===== config.mk =====
export PLATFORM = sky130hd
export DESIGN_NAME = vrm_ctrl
export DESIGN_NICKNAME = d
export VERILOG_FILES = /design/src/hdl/vrm_pkg.sv /design/src/hdl/vrm_ctrl.sv
export SDC_FILE = /design/constraint.sdc
export NUM_CORES = 1
export LEC_CHECK = 0
export BUFFER_PORTS_ARGS = -buffer_cell sky130_fd_sc_hd__clkbuf_2
export CORE_ASPECT_RATIO = 0.7
export CORE_MARGIN = 4
export CORE_UTILIZATION = 46
export CTS_BUF_LIST = sky130_fd_sc_hd__clkbuf_8
export CTS_CLUSTER_DIAMETER = 120
export DETAILED_ROUTE_END_ITERATION = 10
export MAX_ROUTING_LAYER = met4
export PLACE_DENSITY = 0.76
export SLEW_MARGIN = 25
export SYNTH_ARGS = -nofsm -noshare
export SYNTH_HDL_FRONTEND = slang
export SYNTH_SLANG_ARGS = --single-unit

===== constraint.sdc =====
create_clock -name clock -period 1.7 [get_ports clock]
set_input_delay 0.34 -clock clock [delete_from_list [all_inputs] [get_ports clock]]
set_output_delay 0.34 -clock clock [all_outputs]
set_load 0.01 [all_outputs]

===== src/hdl/vrm_pkg.sv =====
// Shared types and constants for the voxel ray march unit.
// Used by the controller, the datapath and the top level; no dependencies.
package vrm_pkg;

   // Default grid edge and fixed-point format.
   localparam int GRID_SIZE_DEF = 64;
   localparam int FRAC_BITS     = 16;

   // Field widths of the request and the response.
   localparam int COORD_W    = 6;
   localparam int KIND_W     = 2;
   localparam int IN_W       = 22;
   localparam int DIST_W     = 21;
   localparam int REQ_DATA_W = 160;
   localparam int RSP_DATA_W = 48;

   // Internal widths: ray length, crossing numerators, cell coordinates.
   localparam int LEN_W  = 22;
   localparam int N_W    = 23;
   localparam int CELL_W = 10;
   localparam int SQ_W   = 2 * LEN_W;
   localparam int CNT_W  = $clog2(LEN_W);

   // Request kinds and voxel kinds.
   localparam logic FUNC_WRITE = 1'b0;
   localparam logic FUNC_MARCH = 1'b1;
   localparam logic [KIND_W-1:0] KIND_EMPTY = 2'd0;
   localparam logic [KIND_W-1:0] KIND_WATER = 2'd1;
   localparam logic [KIND_W-1:0] KIND_LAVA  = 2'd2;
   localparam logic [KIND_W-1:0] KIND_SOLID = 2'd3;

   typedef enum logic [4:0] {
      ST_CLEAR, ST_IDLE, ST_DECODE, ST_WRITE, ST_SQ1, ST_SQ2, ST_SQ3, ST_SQRT,
      ST_NCALC, ST_CMP, ST_SHORT, ST_UPDATE, ST_READ, ST_EXAM, ST_FIN, ST_DIV_INIT,
      ST_DIV, ST_RESP
   } state_type;

   // Operand selection of the two shared multipliers.
   typedef enum logic [2:0] {
      MUL_NONE, MUL_SQ01, MUL_SQ2, MUL_P01, MUL_P02, MUL_P12, MUL_SHORT, MUL_DIST
   } mul_sel_type;

   // Axis pair whose crossing comparison is stored.
   typedef enum logic [1:0] {
      PAIR_01, PAIR_02, PAIR_12
   } pair_type;

   typedef struct packed {
      logic        clear_step;
      logic        load;
      logic        wr_voxel;
      logic        sq_first;
      logic        sq_add;
      logic        sqrt_step;
      logic        ncalc;
      mul_sel_type mul_sel;
      logic        cmp_en;
      pair_type    cmp_pair;
      logic        update;
      logic        examine;
      logic        dist_len;
      logic        div_init;
      logic        div_step;
      logic        out_load;
   } cmd_type;

   typedef struct packed {
      logic clr_last;
      logic is_march;
      logic any_mov;
      logic solid;
      logic step_end;
      logic hit;
      logic dist_full;
      logic rsp_busy;
   } sts_type;

endpackage


===== src/hdl/vrm_ctrl.sv =====
// Sequencing state machine of the voxel ray march unit.
// Depends on vrm_pkg; drives the datapath through cmd_type and reads sts_type.
module vrm_ctrl (
   input  logic             clock,
   input  logic             reset,
   input  logic             req_tvalid,
   output logic             req_tready,
   input  vrm_pkg::sts_type sts,
   output vrm_pkg::cmd_type cmd
);
   import vrm_pkg::*;

   state_type        state_ff, state_in;
   logic [CNT_W-1:0] cnt_ff, cnt_in;

   // State and step counter registers.
   always_ff @(posedge clock) begin
      if (reset) begin
         state_ff <= ST_CLEAR;
         cnt_ff   <= '0;
      end else begin
         state_ff <= state_in;
         cnt_ff   <= cnt_in;
      end
   end

   // Next state.
   always_comb begin
      state_in = state_ff;
      cnt_in   = cnt_ff + CNT_W'(1);
      case (state_ff)
         ST_CLEAR: begin
            if (sts.clr_last) state_in = ST_IDLE;
         end
         ST_IDLE: begin
            if (req_tvalid) state_in = ST_DECODE;
         end
         ST_DECODE: begin
            if (!sts.is_march) state_in = ST_WRITE;
            else if (!sts.any_mov) state_in = ST_RESP;
            else state_in = ST_SQ1;
         end
         ST_WRITE: state_in = ST_RESP;
         ST_SQ1:   state_in = ST_SQ2;
         ST_SQ2:   state_in = ST_SQ3;
         ST_SQ3: begin
            state_in = ST_SQRT;
            cnt_in   = '0;
         end
         ST_SQRT: begin
            if (cnt_ff == CNT_W'(LEN_W - 1)) state_in = ST_NCALC;
         end
         ST_NCALC: begin
            state_in = ST_CMP;
            cnt_in   = '0;
         end
         ST_CMP: begin
            if (cnt_ff == CNT_W'(3)) state_in = ST_SHORT;
         end
         ST_SHORT:  state_in = ST_UPDATE;
         ST_UPDATE: state_in = ST_READ;
         ST_READ:   state_in = ST_EXAM;
         ST_EXAM: begin
            if (sts.solid || sts.step_end) state_in = ST_FIN;
            else state_in = ST_NCALC;
         end
         ST_FIN: begin
            if (!sts.hit || sts.dist_full) state_in = ST_RESP;
            else state_in = ST_DIV_INIT;
         end
         ST_DIV_INIT: begin
            state_in = ST_DIV;
            cnt_in   = '0;
         end
         ST_DIV: begin
            if (cnt_ff == CNT_W'(LEN_W - 1)) state_in = ST_RESP;
         end
         ST_RESP: begin
            if (!sts.rsp_busy) state_in = ST_IDLE;
         end
         default: state_in = ST_IDLE;
      endcase
   end

   // Commands to the datapath.
   always_comb begin
      cmd        = '0;
      req_tready = 1'b0;
      case (state_ff)
         ST_CLEAR: cmd.clear_step = 1'b1;
         ST_IDLE: begin
            req_tready = 1'b1;
            cmd.load   = req_tvalid;
         end
         ST_WRITE: cmd.wr_voxel = 1'b1;
         ST_SQ1:   cmd.mul_sel = MUL_SQ01;
         ST_SQ2: begin
            cmd.mul_sel  = MUL_SQ2;
            cmd.sq_first = 1'b1;
         end
         ST_SQ3:   cmd.sq_add = 1'b1;
         ST_SQRT:  cmd.sqrt_step = 1'b1;
         ST_NCALC: cmd.ncalc = 1'b1;
         ST_CMP: begin
            // Products of one pair are compared the cycle after they are formed.
            case (cnt_ff)
               CNT_W'(0): cmd.mul_sel = MUL_P01;
               CNT_W'(1): begin
                  cmd.mul_sel  = MUL_P02;
                  cmd.cmp_en   = 1'b1;
                  cmd.cmp_pair = PAIR_01;
               end
               CNT_W'(2): begin
                  cmd.mul_sel  = MUL_P12;
                  cmd.cmp_en   = 1'b1;
                  cmd.cmp_pair = PAIR_02;
               end
               default: begin
                  cmd.cmp_en   = 1'b1;
                  cmd.cmp_pair = PAIR_12;
               end
            endcase
         end
         ST_SHORT:  cmd.mul_sel = MUL_SHORT;
         ST_UPDATE: cmd.update = 1'b1;
         ST_EXAM:   cmd.examine = 1'b1;
         ST_FIN: begin
            if (!sts.hit || sts.dist_full) cmd.dist_len = 1'b1;
            else cmd.mul_sel = MUL_DIST;
         end
         ST_DIV_INIT: cmd.div_init = 1'b1;
         ST_DIV:      cmd.div_step = 1'b1;
         ST_RESP:     cmd.out_load = !sts.rsp_busy;
         default: ;
      endcase
   end

endmodule


## Word level (Yosys, flattened, before mapping)

Index checks and enable logic that the tools add are counted.

- Register bits after elaboration: 10
- Output and inout bits: 20

- Equality and inequality tests: 27
- Reduce and logical (&&, ||, !) cells: 8
- Multiplexer cells: 31
- Add/sub/neg operators: 1

Operator list:

| operator | count |
|---|---|
| case mux 5 bit (18 select lines) | 1 |
| two-way mux 5 bit | 9 |
| equality test 5 x 4 -> 1 bit (second input constant) | 8 |
| equality test 5 x 2 -> 1 bit (second input constant) | 4 |
| equality test 5 x 3 -> 1 bit (second input constant) | 4 |
| case mux 3 bit (3 select lines) | 2 |
| equality test 5 bit (second input constant) | 3 |
| two-way mux 1 bit | 15 |
| case mux 3 bit (5 select lines) | 1 |
| != test 2 bit (second input constant) | 6 |
| equality test 5 x 1 -> 1 bit (second input constant) | 2 |
| logical NOT 5 bit | 2 |
| two-way mux 3 bit | 3 |
| AND reduction 6 bit | 1 |
| adder 5 x 1 -> 5 bit (second input constant) | 1 |
| OR reduction 4 bit | 1 |
| logical NOT 1 bit | 2 |
| logical OR 1 bit | 2 |

## Depth between registers and ports, before layout

- Depth after elaboration: 4
- Mapped depth: 6
- Mapped depth without buffers: 6

## Least setup slack after synthesis

Ideal clock, no wire load.

- Path type: reg-to-output
- Start: register state_ff[1]
- End: output port cmd[9] (netlist bit)
- Stages on the path, launching flop included: 7
- Path slack: -147 ps
- Data arrival time: 1,507 ps
- Cells stage by stage: dfxtp_1 buf_6 or2_1 buf_6 or2_2 nand2b_1 o21ai_0

RTL lines:

| what | RTL line | source |
|---|---|---|
| start, declared | vrm_ctrl.sv:13 | `state_type state_ff, state_in;` |
| start signal, assigned | vrm_ctrl.sv:22 | `state_ff <= state_in;` |
| end, declared | vrm_ctrl.sv:9 | `output vrm_pkg::cmd_type cmd` |

==> impl_metrics.yaml <==
clock_tree:
  clock_latency_ps: 240
  clock_sinks: 10
  numCtsBuffers: 3
  cts_tree: "done"
  h-tree-depth: 1
  ctsRootBufferMaster: "clkbuf_8"
  clkTransAtPathRegs_ps: 50
  clockBufferDepth: 2
  hold_buffers: 0
sta:
  rsz0062_at_grt: "yes"
  finalClockSkew_ps: 9.00
  whs_ps: 371
  slew_violations: 0
  finalHoldViolations: 0
  slew_headroom_pct: 57.4
  setup_viol: 18
  tightest_slew_ps: 633
  fmax_mhz: 527
  worst_slack_ps: -197
  period_share_pct: 112
  fin_crit_ps: 1900
  setup_tns_ps: -1880
worst_setup_path:
  rrSetupSlack_ps: -120
  start_kind: "flip-flop"
  rr_worst_depth: 5
  arrival_ps: 1560
  reg2reg_from: "state_ff[1]"
  worstPathRequired_ps: 1360
  r2r-end: "state_ff[4]"
  critPathKind: "flip-flop to primary output"
  cp-startpoint: "state_ff[1]"
  crit_path_end_kind: "primary output"
  path_max_fanout: 5
global_routing:
  grt_pass1_vias: 1205
  grt_pass1_wl_um: 5870
  antenna_found_initial: 0
  overflow: 0
  grt_max_degree: 13
  grtUsageTotal_pct: 26.9
yosys:
  synthCells: 133
  seq_area_frac_synth_pct: 20.6
  ys_seq_elements: 10
  synth-edff-count: 0
  syn-num-nets: 148
  yosysWarnings: 0
  async_flop_share_pct: 0
  synth.distinct_cells: 48
  syn_area_um2: 970
  ys.flop_type: "dfxtp_1"
  postSynthAreaPerCell_um2: 7.29
placement:
  place_inst: 200
  port_buffers: 30
  hpwl_um: 2640
  gp_congestion: 0.892
  place_area_mm2: 0.00130
  place_ws_ps: -78.8
floorplanning:
  rows: 13
  initial_utilization_pct: 50.5
  io_pins: 31
  core_mm2: 0.00192
  fp.dieH_um: 46.4
  die_w_um: 62.9
  dieArea_mm2: 0.00292
pwr:
  cell_internal_pwr_uw: 551
  power_switching_uw: 284
  leakage_nw: 0.677
  power_frac_comb_pct: 38.4
  cellPowerDensity_mw_per_mm2: 530
  p_seq_share_pct: 32.0
  p_sw_share_pct: 34.0
  clkPwrFrac_pct: 29.6
  irDropWorstVdd_mv: 0.465
final_layout:
  final_common_cell: "buf_4"
  fin_nets: 203
  stdcell_area_mm2: 0.00158
  final_layout_size_suffix_gt1_share_pct: 53.2
  num_antenna_cells: 0
  final_cells: 208
  area_delta_synth_final_pct: 62.5
  final_cell_mix: "buf_4, nor2_1, clkbuf_2"
route:
  vias: 1337
  antenna_left: 0
  finalWirelength_um: 4160
  drt_iter0_drc: 158
  wl_per_cell_um: 20.0
  drtPass1Iterations: 4
  drc_errors: 0
  vias_per_cell: 6.43
hold_path:
  holdPathStages: 2
  hold_end: "state_ff[4]"
  holdCritStartpoint: "reset"
  hold_class: "input port to flip-flop"
outcome:
  violations: "setup timing"
  outcome: "finished with violations"
job:
  drv_cap: 0
worst max path at each step:
| stage | depth (start not counted) | end |
|---|---|---|
| global route | 5 | cmd[11] |
| floorplan | 6 | cmd[11] |
| global placement | 4 | state_ff[1] |
| detailed placement | 5 | cmd[10] |
| CTS | 5 | cmd[11] |
| finish | 5 | cmd[11] |
timing repair:
action / in CTS / in global routing
cloned: 0 / 0
setup buffers: 2 / 4
pin swaps: 9 / 8
endpoints found under the setup margin: 18 / 20
resized for setup: 33 / 31
cells by family (layout without fill, tap and decap cells):
| group | Yosys count | after routing | synth area share [%] |
|---|---|---|---|
| DFF | 10 | 10 | 20.6 |
| xor gates and xnor gates | 4 | 4 | 3.61 |
| AOI/OAI and AO/OA | 29 | 29 | 21.6 |
| buffers and inverters | 14 | 67 | 7.23 |
| muxes | 2 | 2 | 2.06 |
| adders and majority gates | 4 | 4 | 5.16 |
| and+or+nand+nor | 70 | 70 | 39.7 |
per-stage QoR:
stage	util, %	power [mW]
3_5_place_dp	67.9	0.506
4_1_cts	75.5	0.781
3_3_place_gp	67.9	0.495
5_1_grt	82.1	0.862
2_1_floorplan	-	0.409
6_report	82.1	0.835
registers in the layout, summed over array words and instances, names as in the netlist:
| signal | cells |
|---|---|
| cnt_ff | 5 |
| state_ff | 5 |
area by class of cell:
class                   instances  area, um2
multi-input cells             109        855
repair buffers                 59        412
fillers                       114        344
flip-flops and latches         10        221
clock buffers                   3       41.3
well taps                      22       27.5
inverters                       5       18.8
worst max-delay path, cell delays in order (launching register included):
cell and delay, ps:
dfxtp_4 350, or2_4 250, or2_4 290, nand2b_4 160, o32ai_2 90, buf_2 170
layer usage:
metal | up-vias | wire, um | GRT usage (%)
li1 | 594 | - | -
met1 | 620 | 1660 | 30.6
met2 | 99 | 1910 | 48.2
met3 | 24 | 407 | 5.12
met4 | 0 | 189 | 9.65
met5 | - | 0 | -
power groups by stage:
stage	clock [mW]	combinational, mW	sequential [mW]
4_1_cts	0.246	0.268	0.267
3_5_place_dp	0	0.236	0.270
2_1_floorplan	0	0.149	0.260
3_3_place_gp	0	0.227	0.268
6_report	0.247	0.321	0.268
5_1_grt	0.255	0.339	0.268
cell usage after synthesis, drive strengths merged, types with 3 or more instances:
master,n,area [um2]
nor2,23,86.3
dfxtp,10,200
nand2b,8,50.1
nor3,6,30.0
a21oi,5,28.8
clkbuf,5,18.8
inv,5,18.8
nand2,5,18.8
nand3,5,25.0
buf,4,32.5
ha,4,50.1
a31oi,3,18.8
nor4,3,18.8
o21ai,3,15.0
xor2,3,26.3
Power figures use the tool's default switching activity.
